### config.mk
export PLATFORM = sky130hd
export DESIGN_NAME = expression_lexer
export DESIGN_NICKNAME = d
export VERILOG_FILES = /design/src/sv/exlex_pkg.sv /design/src/sv/expression_lexer.sv /design/src/sv/exlex_core.sv /design/src/sv/exlex_fifo.sv
export VERILOG_INCLUDE_DIRS = /design/src /design/src/sv
export SDC_FILE = /design/constraint.sdc
export NUM_CORES = 1
export LEC_CHECK = 0
export BUFFER_PORTS_ARGS = -buffer_cell sky130_fd_sc_hd__buf_2
export CAP_MARGIN = 0
export CORE_ASPECT_RATIO = 1.25
export CORE_MARGIN = 2
export CORE_UTILIZATION = 45
export CTS_CLUSTER_SIZE = 10
export DETAILED_ROUTE_END_ITERATION = 7
export GPL_ROUTABILITY_DRIVEN = 1
export HOLD_SLACK_MARGIN = 0.15
export SETUP_SLACK_MARGIN = 0.3
export SYNTH_ARGS = -nofsm -noshare
export SYNTH_HDL_FRONTEND = slang
export SYNTH_SLANG_ARGS = --single-unit
### constraint.sdc
create_clock -name i_clk -period 3.5 [get_ports i_clk]
set_input_delay 0.7 -clock i_clk [delete_from_list [all_inputs] [get_ports i_clk]]
set_output_delay 0.7 -clock i_clk [all_outputs]
set_load 0.01 [all_outputs]
### src/sv/expression_lexer_macros.svh
// Assertion macros for the expression lexer RTL.
// Included by exlex_fifo, which checks its own logic; no other dependencies.
`ifndef EXPRESSION_LEXER_MACROS_SVH
`define EXPRESSION_LEXER_MACROS_SVH
`ifndef SYNTHESIS
// Property that must hold at every clock edge outside reset.
`define EXLEX_ASSERT(lbl, clk, rst_n, prop) \
    lbl: assert property (@(posedge clk) disable iff (!rst_n) (prop)) \
        else $error("expression_lexer assertion failed");
// Condition that must never be true outside reset.
`define EXLEX_NEVER(lbl, clk, rst_n, cond) \
    lbl: assert property (@(posedge clk) disable iff (!rst_n) !(cond)) \
        else $error("expression_lexer forbidden condition seen");
`else
`define EXLEX_ASSERT(lbl, clk, rst_n, prop)
`define EXLEX_NEVER(lbl, clk, rst_n, cond)
`endif
`endif

### src/sv/exlex_pkg.sv
// Shared types, character codes and classification functions of the lexer.
// No dependencies.
package exlex_pkg;

    localparam int POSITION_BITS_DEF = 32;
    localparam int LENGTH_BITS_DEF   = 16;
    localparam int FIFO_DEPTH        = 4;

    localparam logic [7:0] CH_UNDER  = 8'h5F;
    localparam logic [7:0] CH_DASH   = 8'h2D;
    localparam logic [7:0] CH_DOT    = 8'h2E;
    localparam logic [7:0] CH_LPAREN = 8'h28;
    localparam logic [7:0] CH_RPAREN = 8'h29;
    localparam logic [7:0] CH_COMMA  = 8'h2C;
    localparam logic [7:0] CH_SPACE  = 8'h20;
    localparam logic [7:0] CH_TAB    = 8'h09;

    typedef enum logic [2:0] {
        K_LPAREN = 3'd0,
        K_RPAREN = 3'd1,
        K_COMMA  = 3'd2,
        K_IDENT  = 3'd3,
        K_INT    = 3'd4,
        K_FLOAT  = 3'd5,
        K_WS     = 3'd6,
        K_UNREC  = 3'd7
    } t_kind;

    // Which of the two result slots an item writes into the queue.
    typedef struct packed {
        logic first;
        logic second;
    } t_push;

    function automatic logic is_alpha(input logic [7:0] c);
        return (c >= 8'h61 && c <= 8'h7A) || (c >= 8'h41 && c <= 8'h5A);
    endfunction

    function automatic logic is_digit(input logic [7:0] c);
        return c >= 8'h30 && c <= 8'h39;
    endfunction

    function automatic logic is_blank(input logic [7:0] c);
        return c == CH_SPACE || c == CH_TAB;
    endfunction

    function automatic logic is_ident_tail(input logic [7:0] c);
        return is_alpha(c) || is_digit(c) || c == CH_UNDER || c == CH_DASH;
    endfunction

endpackage

### src/sv/expression_lexer.sv
// Top level of the byte-serial expression lexer.
// Depends on exlex_pkg, exlex_core and exlex_fifo.
//
// The lexer takes one source byte per item and reports tokens by kind, start
// offset and length; token text is not carried. The accepted byte sits in an
// input register, the lexer state decides its zero, one or two results
// combinationally, and the results go into a four-entry queue that feeds the
// output port. A result is written into the queue when the lexer takes its
// byte. The output hands out one result per cycle while the receiver is
// ready. A byte that closes a token and also emits a one-byte token gives two
// results, but it always leaves the lexer idle, so the byte after it gives at
// most one; with the output always ready the queue absorbs the extra result
// and bytes go at one per cycle without a gap. Only a stalled output slows
// the input: the lexer holds its byte while the queue holds more than two
// results, and once the input register is full ready drops. Positions wrap
// modulo 2^POSITION_BITS and restart at zero after a byte flagged final;
// lengths saturate at all ones and raise length_overflow for that token.
module expression_lexer import exlex_pkg::*; #(
    parameter int POSITION_BITS = POSITION_BITS_DEF,
    parameter int LENGTH_BITS   = LENGTH_BITS_DEF
) (
    input  logic                     i_clk,
    input  logic                     i_rst_n,
    input  logic                     i_valid,
    output logic                     o_ready,
    input  logic [7:0]               i_char_code,
    input  logic                     i_final_byte,
    output logic                     o_valid,
    input  logic                     i_ready,
    output logic [2:0]               o_token_kind,
    output logic [POSITION_BITS-1:0] o_start_position,
    output logic [LENGTH_BITS-1:0]   o_token_length,
    output logic                     o_length_overflow,
    output logic                     o_last_of_run
);

    localparam int DATA_BITS = 3 + POSITION_BITS + LENGTH_BITS + 2;

    // input register: hold the accepted byte until the lexer takes it
    logic       r_in_valid;
    logic [7:0] r_char;
    logic       r_fin;

    logic                 take;
    logic                 room;
    t_push                push;
    logic [DATA_BITS-1:0] data0, data1, head;

    // advance the lexer only when the queue can absorb two results
    assign take    = r_in_valid && room;
    assign o_ready = !r_in_valid || take;

    always_ff @(posedge i_clk) begin
        if (!i_rst_n) begin
            r_in_valid <= 1'b0;
        end else if (o_ready) begin
            r_in_valid <= i_valid;
        end
    end

    // payload needs no reset; load it with every accepted item
    always_ff @(posedge i_clk) begin
        if (i_valid && o_ready) begin
            r_char <= i_char_code;
            r_fin  <= i_final_byte;
        end
    end

    exlex_core #(
        .POSITION_BITS (POSITION_BITS),
        .LENGTH_BITS   (LENGTH_BITS)
    ) u_core (
        .i_clk        (i_clk),
        .i_rst_n      (i_rst_n),
        .i_take       (take),
        .i_char_code  (r_char),
        .i_final_byte (r_fin),
        .o_push       (push),
        .o_data0      (data0),
        .o_data1      (data1)
    );

    exlex_fifo #(
        .DATA_BITS (DATA_BITS)
    ) u_fifo (
        .i_clk   (i_clk),
        .i_rst_n (i_rst_n),
        .i_push  (push),
        .i_data0 (data0),
        .i_data1 (data1),
        .o_room  (room),
        .o_valid (o_valid),
        .i_ready (i_ready),
        .o_data  (head)
    );

    // unpack the queue head: kind, start, length, overflow, last-of-run
    assign o_token_kind      = head[DATA_BITS-1 -: 3];
    assign o_start_position  = head[LENGTH_BITS+2 +: POSITION_BITS];
    assign o_token_length    = head[2 +: LENGTH_BITS];
    assign o_length_overflow = head[1];
    assign o_last_of_run     = head[0];

endmodule

### src/sv/exlex_core.sv
// Lexer state and per-byte token decision; emits up to two packed results.
// Depends on exlex_pkg.
module exlex_core import exlex_pkg::*; #(
    parameter int POSITION_BITS = POSITION_BITS_DEF,
    parameter int LENGTH_BITS   = LENGTH_BITS_DEF,
    localparam int DATA_BITS    = 3 + POSITION_BITS + LENGTH_BITS + 2
) (
    input  logic                 i_clk,
    input  logic                 i_rst_n,
    input  logic                 i_take,
    input  logic [7:0]           i_char_code,
    input  logic                 i_final_byte,
    output t_push                o_push,
    output logic [DATA_BITS-1:0] o_data0,
    output logic [DATA_BITS-1:0] o_data1
);

    typedef enum logic [2:0] {
        MODE_IDLE, MODE_IDENT, MODE_WS, MODE_INT, MODE_FLOAT
    } t_mode;

    localparam logic [LENGTH_BITS-1:0] LEN_ONE = LENGTH_BITS'(1);

    t_mode                    r_mode, n_mode;
    logic [POSITION_BITS-1:0] r_start, n_start;
    logic [LENGTH_BITS-1:0]   r_len, n_len;
    logic                     r_ovf, n_ovf;
    logic [POSITION_BITS-1:0] r_pos, n_pos;

    logic                     fits, starter, e_old, e_new;
    t_kind                    old_kind, new_kind;
    logic [LENGTH_BITS-1:0]   old_len;
    logic                     old_ovf;

    function automatic t_kind mode_kind(input t_mode m);
        t_kind k;
        unique case (m)
            MODE_IDENT: k = K_IDENT;
            MODE_WS:    k = K_WS;
            MODE_INT:   k = K_INT;
            default:    k = K_FLOAT;
        endcase
        return k;
    endfunction

    always_comb begin
        unique case (r_mode)
            MODE_IDENT: fits = is_ident_tail(i_char_code);
            MODE_WS:    fits = is_blank(i_char_code);
            MODE_INT:   fits = is_digit(i_char_code) || i_char_code == CH_DOT;
            MODE_FLOAT: fits = is_digit(i_char_code);
            default:    fits = 1'b0;
        endcase
        starter  = is_alpha(i_char_code) || is_blank(i_char_code) || is_digit(i_char_code);
        n_mode   = r_mode;
        n_start  = r_start;
        n_len    = r_len;
        n_ovf    = r_ovf;
        e_old    = 1'b0;
        e_new    = 1'b0;
        old_kind = mode_kind(r_mode);
        old_len  = r_len;
        old_ovf  = r_ovf;
        new_kind = K_UNREC;
        if (r_mode != MODE_IDLE && fits) begin
            // extend the open token
            if (r_mode == MODE_INT && i_char_code == CH_DOT) begin
                n_mode = MODE_FLOAT;
            end
            if (&r_len) begin
                n_ovf = 1'b1;
            end else begin
                n_len = r_len + LEN_ONE;
            end
            if (i_final_byte) begin
                e_old    = 1'b1;
                old_kind = mode_kind(n_mode);
                old_len  = n_len;
                old_ovf  = n_ovf;
                n_mode   = MODE_IDLE;
            end
        end else begin
            if (r_mode != MODE_IDLE) begin
                e_old  = 1'b1;
                n_mode = MODE_IDLE;
            end
            if (starter) begin
                n_mode   = is_alpha(i_char_code) ? MODE_IDENT :
                           (is_blank(i_char_code) ? MODE_WS : MODE_INT);
                n_start  = r_pos;
                n_len    = LEN_ONE;
                n_ovf    = 1'b0;
                new_kind = mode_kind(n_mode);
                if (i_final_byte) begin
                    e_new  = 1'b1;
                    n_mode = MODE_IDLE;
                end
            end else begin
                e_new = 1'b1;
                unique case (i_char_code)
                    CH_LPAREN: new_kind = K_LPAREN;
                    CH_RPAREN: new_kind = K_RPAREN;
                    CH_COMMA:  new_kind = K_COMMA;
                    default:   new_kind = K_UNREC;
                endcase
            end
        end
        n_pos = i_final_byte ? '0 : r_pos + POSITION_BITS'(1);
    end

    assign o_push.first  = i_take && (e_old || e_new);
    assign o_push.second = i_take && e_old && e_new;
    assign o_data0 = e_old ? {old_kind, r_start, old_len, old_ovf, !e_new}
                           : {new_kind, r_pos, LEN_ONE, 1'b0, 1'b1};
    assign o_data1 = {new_kind, r_pos, LEN_ONE, 1'b0, 1'b1};

    always_ff @(posedge i_clk) begin
        if (!i_rst_n) begin
            r_mode  <= MODE_IDLE;
            r_start <= '0;
            r_len   <= '0;
            r_ovf   <= 1'b0;
            r_pos   <= '0;
        end else if (i_take) begin
            r_mode  <= n_mode;
            r_start <= n_start;
            r_len   <= n_len;
            r_ovf   <= n_ovf;
            r_pos   <= n_pos;
        end
    end

endmodule

### src/sv/exlex_fifo.sv
// Result queue: up to two results in per cycle, one out per ready cycle.
// Depends on exlex_pkg and expression_lexer_macros.svh.
`include "expression_lexer_macros.svh"
module exlex_fifo import exlex_pkg::*; #(
    parameter int DATA_BITS = 53
) (
    input  logic                 i_clk,
    input  logic                 i_rst_n,
    input  t_push                i_push,
    input  logic [DATA_BITS-1:0] i_data0,
    input  logic [DATA_BITS-1:0] i_data1,
    output logic                 o_room,
    output logic                 o_valid,
    input  logic                 i_ready,
    output logic [DATA_BITS-1:0] o_data
);

    localparam int PTR_BITS = $clog2(FIFO_DEPTH);
    localparam int CNT_BITS = $clog2(FIFO_DEPTH + 1);
    localparam logic [CNT_BITS-1:0] ROOM_LIMIT = CNT_BITS'(FIFO_DEPTH - 2);
    localparam logic [CNT_BITS-1:0] FULL_CNT   = CNT_BITS'(FIFO_DEPTH);

    logic [DATA_BITS-1:0] r_mem [FIFO_DEPTH];
    logic [PTR_BITS-1:0]  r_wr, n_wr, r_rd, n_rd;
    logic [CNT_BITS-1:0]  r_cnt, n_cnt;
    logic                 pop;

    assign o_valid = r_cnt != '0;
    assign o_room  = r_cnt <= ROOM_LIMIT;
    assign o_data  = r_mem[r_rd];
    assign pop     = o_valid && i_ready;

    always_comb begin
        n_wr  = r_wr + PTR_BITS'(i_push.first) + PTR_BITS'(i_push.second);
        n_rd  = r_rd + PTR_BITS'(pop);
        n_cnt = r_cnt + CNT_BITS'(i_push.first) + CNT_BITS'(i_push.second)
              - CNT_BITS'(pop);
    end

    always_ff @(posedge i_clk) begin
        if (i_push.first) begin
            r_mem[r_wr] <= i_data0;
        end
        if (i_push.second) begin
            r_mem[r_wr + PTR_BITS'(1)] <= i_data1;
        end
    end

    always_ff @(posedge i_clk) begin
        if (!i_rst_n) begin
            r_wr  <= '0;
            r_rd  <= '0;
            r_cnt <= '0;
        end else begin
            r_wr  <= n_wr;
            r_rd  <= n_rd;
            r_cnt <= n_cnt;
        end
    end

    `EXLEX_NEVER(a_cnt_bound, i_clk, i_rst_n, r_cnt > FULL_CNT)
    `EXLEX_ASSERT(a_second_needs_first, i_clk, i_rst_n, i_push.second |-> i_push.first)
    `EXLEX_ASSERT(a_push_has_room, i_clk, i_rst_n, i_push.first |-> o_room)
    `EXLEX_ASSERT(a_ptr_track, i_clk, i_rst_n,
                  (r_wr - r_rd) == PTR_BITS'(r_cnt))

endmodule

* Word-level counts from Yosys, hierarchy flattened *
Memory sizes are Yosys's and may differ from the RTL's. A register that Yosys moved wholly into a read port is not among the register bits.
Cells that the tools add are included.

storage, ports and cells
  memories = 1
  register bits after elaboration = 101
  RAM bits = 212
  output and inout port bits = 55
  word-level logic and storage cells = 118

memories
  name          words  width  rd ports  clocked after memory_dff  wr ports  RTL line          RTL
  u_fifo.r_mem  4      53     1         1                         2         exlex_fifo.sv:23  logic [DATA_BITS-1:0] r_mem [FIFO_DEPTH];

cells by class
  add/subtract/negate cells = 9
  $lt $le $gt $ge = 7
  mux-type cells = 40
  reductions and logical operators = 31
  bitwise logic cells = 1
  equal/unequal tests = 18

operator list
  cell                   count
  $mux 16                5
  $mux 53                1
  $eq 8x6->1 const B     6
  $mux 3                 12
  $pmux 3 s3             4
  $add 32x1->32 const B  1
  $mux 32                1
  $eq 3x2->1 const B     6
  $add 16x1->16 const B  1
  $ge 8x7->1 const B     2
  $le 8x7->1 const B     2
  $reduce_and 16->1      1
  $mux 1                 15
  $logic_and 1x1->1      11
  $logic_or 1x1->1       10
  $eq 3x1->1 const B     3
  $reduce_bool 3->1      3
  $eq 8x4->1 const B     1
  $eq 8x7->1 const B     1
  $ge 8x6->1 const B     1
  $le 8x6->1 const B     1
  $add 2x1->2            3
  $add 3x1->3            2
  $pmux 1 s4             1
  other kinds (10)       12

* Longest topological paths before layout *
  depth in word-level cells = 14
  depth in mapped cells = 14
  mapped depth without buffers = 12

* Modules after synthesis *
Synthesis repeated with hierarchy kept, for this count alone.

unflattened totals
  cell total of the unflattened synthesis = 1211
  area total of the unflattened synthesis = 16176.8 µm²

by module, submodules not included
  module            instances  area each (µm²)  cells an instance
  exlex_fifo        1          10665.2          555
  exlex_core        1          5176.2           641
  expression_lexer  1          335.3            15

* Worst setup path before layout *
Ideal clock, no wire load.

  path kind = reg-to-reg
  start point = register r_char[1]
  end point = register u_fifo.r_cnt[2]
  setup slack = 9 ps
  data required time = 3372 ps
  clock period less this slack = 3491 ps
  stages on the path, launching flop included = 15
  arrival time = 3363 ps
  library setup time = 128 ps
  cell sequence = edfxtp_1 > buf_6 > or4_4 > a2111o_1 > and3_4 > nor2_1 > o21ai_1 > buf_2 > nand2_1 > ha_1 > inv_1 > fa_1 > fa_1 > xor2_1 > nor2_1

on the way
  cells in the longest elaborated chain, start to end = 14

RTL lines
  element                                   RTL line                RTL
  start: declaration                        expression_lexer.sv:41  logic [7:0] r_char;
  start signal: assignment                  expression_lexer.sv:64  r_char <= i_char_code;
  $ge 8x7->1 or $le 8x7->1 (tied branches)  exlex_pkg.sv:36         return (c >= 8'h61 && c <= 8'h7A) || (c >= 8'h41 && c <= 8'h5A);
  $logic_and 1x1->1                         exlex_pkg.sv:36
  $logic_or 1x1->1                          exlex_pkg.sv:36
  $logic_or 1x1->1 (3 in series)            exlex_pkg.sv:48         return is_alpha(c) || is_digit(c) || c == CH_UNDER || c == CH_DASH;
  $pmux 1 s4                                exlex_core.sv:47        unique case (r_mode)
  $logic_and 1x1->1                         exlex_core.sv:65        if (r_mode != MODE_IDLE && fits) begin
  $mux 1                                    exlex_core.sv:65
  $logic_or 1x1->1                          exlex_core.sv:111       assign o_push.first = i_take && (e_old || e_new);
  $logic_and 1x1->1                         exlex_core.sv:111
  $add 3x1->3                               exlex_fifo.sv:36        n_cnt = r_cnt + CNT_BITS'(i_push.first) + CNT_BITS'(i_push.second)
  $add 3x1->3 (*)                           exlex_fifo.sv:36
  $sub 3x1->3 (*)                           exlex_fifo.sv:37        - CNT_BITS'(pop);
  end signal: assignment                    exlex_fifo.sv:57        r_cnt <= n_cnt;
  end: declaration                          exlex_fifo.sv:25        logic [CNT_BITS-1:0] r_cnt, n_cnt;

Mark *: on every way between the ends. The rest lies on a longest branch, timed or not.
A chain may end at the register's enable or synchronous reset.

* Worst setup path after layout *
  start point = register r_char[6]
  end point = register u_fifo.r_cnt[1]

on the way
  cells in the longest elaborated chain, start to end = 14

RTL lines
  element                                   RTL line
  $ge 8x7->1 or $le 8x7->1 (tied branches)  exlex_pkg.sv:36
  $logic_and 1x1->1                         exlex_pkg.sv:36
  $logic_or 1x1->1                          exlex_pkg.sv:36
  $logic_or 1x1->1 (3 in series)            exlex_pkg.sv:48
  $pmux 1 s4                                exlex_core.sv:47
  $logic_and 1x1->1                         exlex_core.sv:65
  $mux 1                                    exlex_core.sv:65
  $logic_or 1x1->1                          exlex_core.sv:111
  $logic_and 1x1->1                         exlex_core.sv:111
  $add 3x1->3                               exlex_fifo.sv:36
  $add 3x1->3 (*)                           exlex_fifo.sv:36
  $sub 3x1->3 (*)                           exlex_fifo.sv:37
  via u_fifo.n_cnt[1]                       exlex_fifo.sv:25

The timed path passes the listed nets; every way through them passes the cells marked *.

==> flow_summary.json <==
{
  "status": "finished, final reports clean",
  "ys_warn_count": 0,
  "cp_num_cells": 11,
  "synth_edf_count": 149,
  "drc": 0,
  "setup_violations": 0,
  "rr_worst_depth": 11,
  "cp_common_cell": "fa_2",
  "yosysSeqAreaShare_pct": 54.0,
  "p_leak_nw": 5.47,
  "root_buffer": "clkbuf_16",
  "netlist_instances": 1245,
  "cts_buffers": 37,
  "wire_per_inst_um": 22.3,
  "cp-end-kind": "register",
  "portBuffers": 67,
  "ys_ff_latch": 313,
  "grt_pass1_vias": 10500,
  "viasPerCell": 6.07,
  "grt_pass1_wl_mm": 60.2,
  "cts_sinks": 313,
  "layout-drive-gt1-share_pct": 19.8,
  "dpl.cell_count": 1667,
  "netlist-cell-type-count": 74,
  "start_kind": "register",
  "irDropWorstVdd_v": 0.000343,
  "syn_to_final_growth_pct": 14.2,
  "clkTransAtPathRegs_ps": 60,
  "die_h_um": 204,
  "worst_pin_slew_ps": 1040,
  "dieArea_mm2": 0.0334,
  "worstHoldPathCells": 1,
  "hold_violations": 0,
  "synth.avg_cell_area_um2": 11.5,
  "crit_fanout": 6,
  "antenna_found_initial": 0,
  "worstPathArrival_ps": 3550,
  "maxSlewHeadroom_pct": 30.7,
  "cellPowerDensity_mw_per_mm2": 566,
  "final_cells": 1733,
  "hp-class": "primary input to register",
  "finalNetCount": 1320,
  "clock_latency_ps": 520,
  "path_cells": "or4_4 > a2111o_1 > and3_4 > nor2_4 > o21ai_4 > nand2_4 > ha_4 > inv_2 > fa_2 > fa_2 > and2_1",
  "cp_data_required_time_ps": 3950,
  "cp_slowest_cell": "or4_4",
  "design.core.area_mm2": 0.0316,
  "syn_area_mm2": 0.0144,
  "rsz0062_at_grt": "no",
  "dpl.hpwl_mm": 23.9,
  "critical_path_class": "register to register",
  "die_x_um": 164,
  "num_vias": 10500,
  "layout_min_cycle_time_ps": 3100,
  "first_iter_violations": 670,
  "slew_violations": 0,
  "htree_levels": 2,
  "slowest_delay_ps": 520,
  "drtPass1Iterations": 6,
  "overflow": 0,
  "diodes": 0,
  "syn-num-nets": 1266,
  "ys.flop_type": "dfxtp_1",
  "fin_skew_ps": 16.1,
  "fmax_mhz": 323,
  "hold_buffers": 0,
  "rows": 73,
  "start_util_pct": 45.5,
  "async_flop_share_pct": 0,
  "tritoncts": "done",
  "period_share_pct": 88.5,
  "max_cap_violations": 0,
  "timing.critical_path.buf_inv": 1,
  "io_pins": 68,
  "timing.setup.tns_ps": 0,
  "grt_max_degree": 37,
  "routed_wl_mm": 38.6,
  "clock_path_buffers": 3,
  "crit_family": "simple AND/OR/NAND/NOR gates",
  "gp_congestion": 0.894,
  "grt.total_usage_pct": 23.4,
  "ant_nets": 0
}
logic make-up after synthesis:
group / count (synthesis) / synth area share, %
flip-flops: 313 / 54.0
XOR/XNOR: 29 / 1.77
AND/OR/NAND/NOR: 326 / 11.1
AO/OA/AOI/OAI: 382 / 19.8
multiplexers: 59 / 8.74
buffers and inverters: 128 / 3.80
adder cells (fa/ha/maj): 8 / 0.853
cells in the mapped netlist (4+ instances only):
master / count / area [um^2]
dfxtp_1: 164 / 3280
edfxtp_1: 149 / 4470
a22o_1: 137 / 1200
nand2_1: 127 / 477
a21oi_1: 69 / 345
clkbuf_1: 63 / 236
nor2_1: 59 / 221
mux4_2: 53 / 1190
o21ai_0: 44 / 220
o2bb2ai_1: 40 / 350
buf_2: 31 / 155
nand3_1: 26 / 130
nor3_1: 22 / 110
inv_1: 18 / 67.6
and3_1: 17 / 106
o211ai_1: 15 / 113
xnor2_1: 15 / 131
or3_1: 14 / 87.6
xor2_1: 14 / 123
a31oi_1: 12 / 75.1
buf_1: 12 / 45.0
nand4_1: 12 / 75.1
o22ai_1: 10 / 62.6
and2_1: 8 / 50.1
nor4_1: 8 / 50.1
a32o_1: 6 / 60.1
o21a_1: 6 / 45.0
and4_1: 5 / 43.8
ha_1: 5 / 62.6
o21ai_2: 5 / 43.8
mux2i_1: 4 / 40.0
o2111ai_1: 4 / 35.0
o21ai_1: 4 / 20.0
registers in the layout, indices dropped and copies added (netlist names):
name / cells
u_core.r_len: 16
u_fifo.r_wr: 2
u_core.r_mode: 3
r_fin: 1
u_fifo.r_rd: 2
u_fifo.r_cnt: 3
u_core.r_pos: 32
r_char: 8
r_in_valid: 1
u_core.r_ovf: 1
u_fifo.r_mem: 212
u_core.r_start: 32
power by group:
group          internal [mW]  total, mW  switching (mW)
logic                  0.721       1.65           0.929
clock network           2.00       3.44            1.43
registers               4.03       4.20           0.168
per-layer routing:
layer	wire length (um)	vias up	global-route usage, %	part of all wire [%]
met2	20100	305	42.1	52
li1	-	4914	-	-
met4	1020	0	8.02	2.7
met3	1790	78	2.91	4.6
met1	15700	5218	28.9	41
met5	0	-	0	0
final cells by class:
type                    count  area (um^2)
clock inverters             2         20.0
inverters                  18         67.6
multi-input cells         804         6160
flip-flops and latches    313         7760
fillers                  2831        15200
clock buffers              59         1030
repair buffers            125          853
well taps                 412          515
final timing paths:
check / startpoint / end / slack, ps
worst max-delay path: r_char[6] / u_fifo.r_cnt[1] / 400
worst min-delay path: i_char_code[7] / r_char[7] / 360
worst max register to register: r_char[6] / u_fifo.r_cnt[1] / 400
worst min register to register: u_fifo.r_mem[3][10] / u_fifo.r_mem[3][10] / 450
through the flow:
step | util (%) | power, mW | hold slack [ps] | setup WS [ps] | instance area [um^2]
after detailed placement | 48.4 | 5.94 | 445 | 353 | 15300
after CTS | 51.7 | 9.37 | 335 | 331 | 16400
after global placement | 48.4 | 5.93 | 441 | 405 | 15300
final | 51.9 | 9.29 | 361 | 404 | 16400
after floorplan | - | 5.29 | 427 | 294 | 14400
after global routing | 51.9 | 9.63 | 339 | 308 | 16400
layout by cell type, fill, tap and decap left out, types with 8 or more instances in the layout:
cell	n
o211ai_1	15
nand2_1	126
a22o_1	137
clkbuf_16	38
nand3_1	25
edfxtp_1	149
nor4_1	8
o2bb2ai_1	40
buf_4	50
and3_1	17
xor2_1	14
mux4_2	53
or3_1	14
inv_1	14
buf_2	67
o21ai_0	44
and2_1	8
o22ai_1	10
clkbuf_1	21
nand4_1	12
a31oi_1	12
nor3_1	21
xnor2_1	15
nor2_1	54
dfxtp_1	162
a21oi_1	69
what timing repair did:
| item | CTS | global route |
|---|---|---|
| setup buffers | 0 | 5 |
| setup endpoints to repair | 0 | 96 |
| resized for setup | 0 | 4 |
Note: power is estimated with default switching activity, not from simulation.
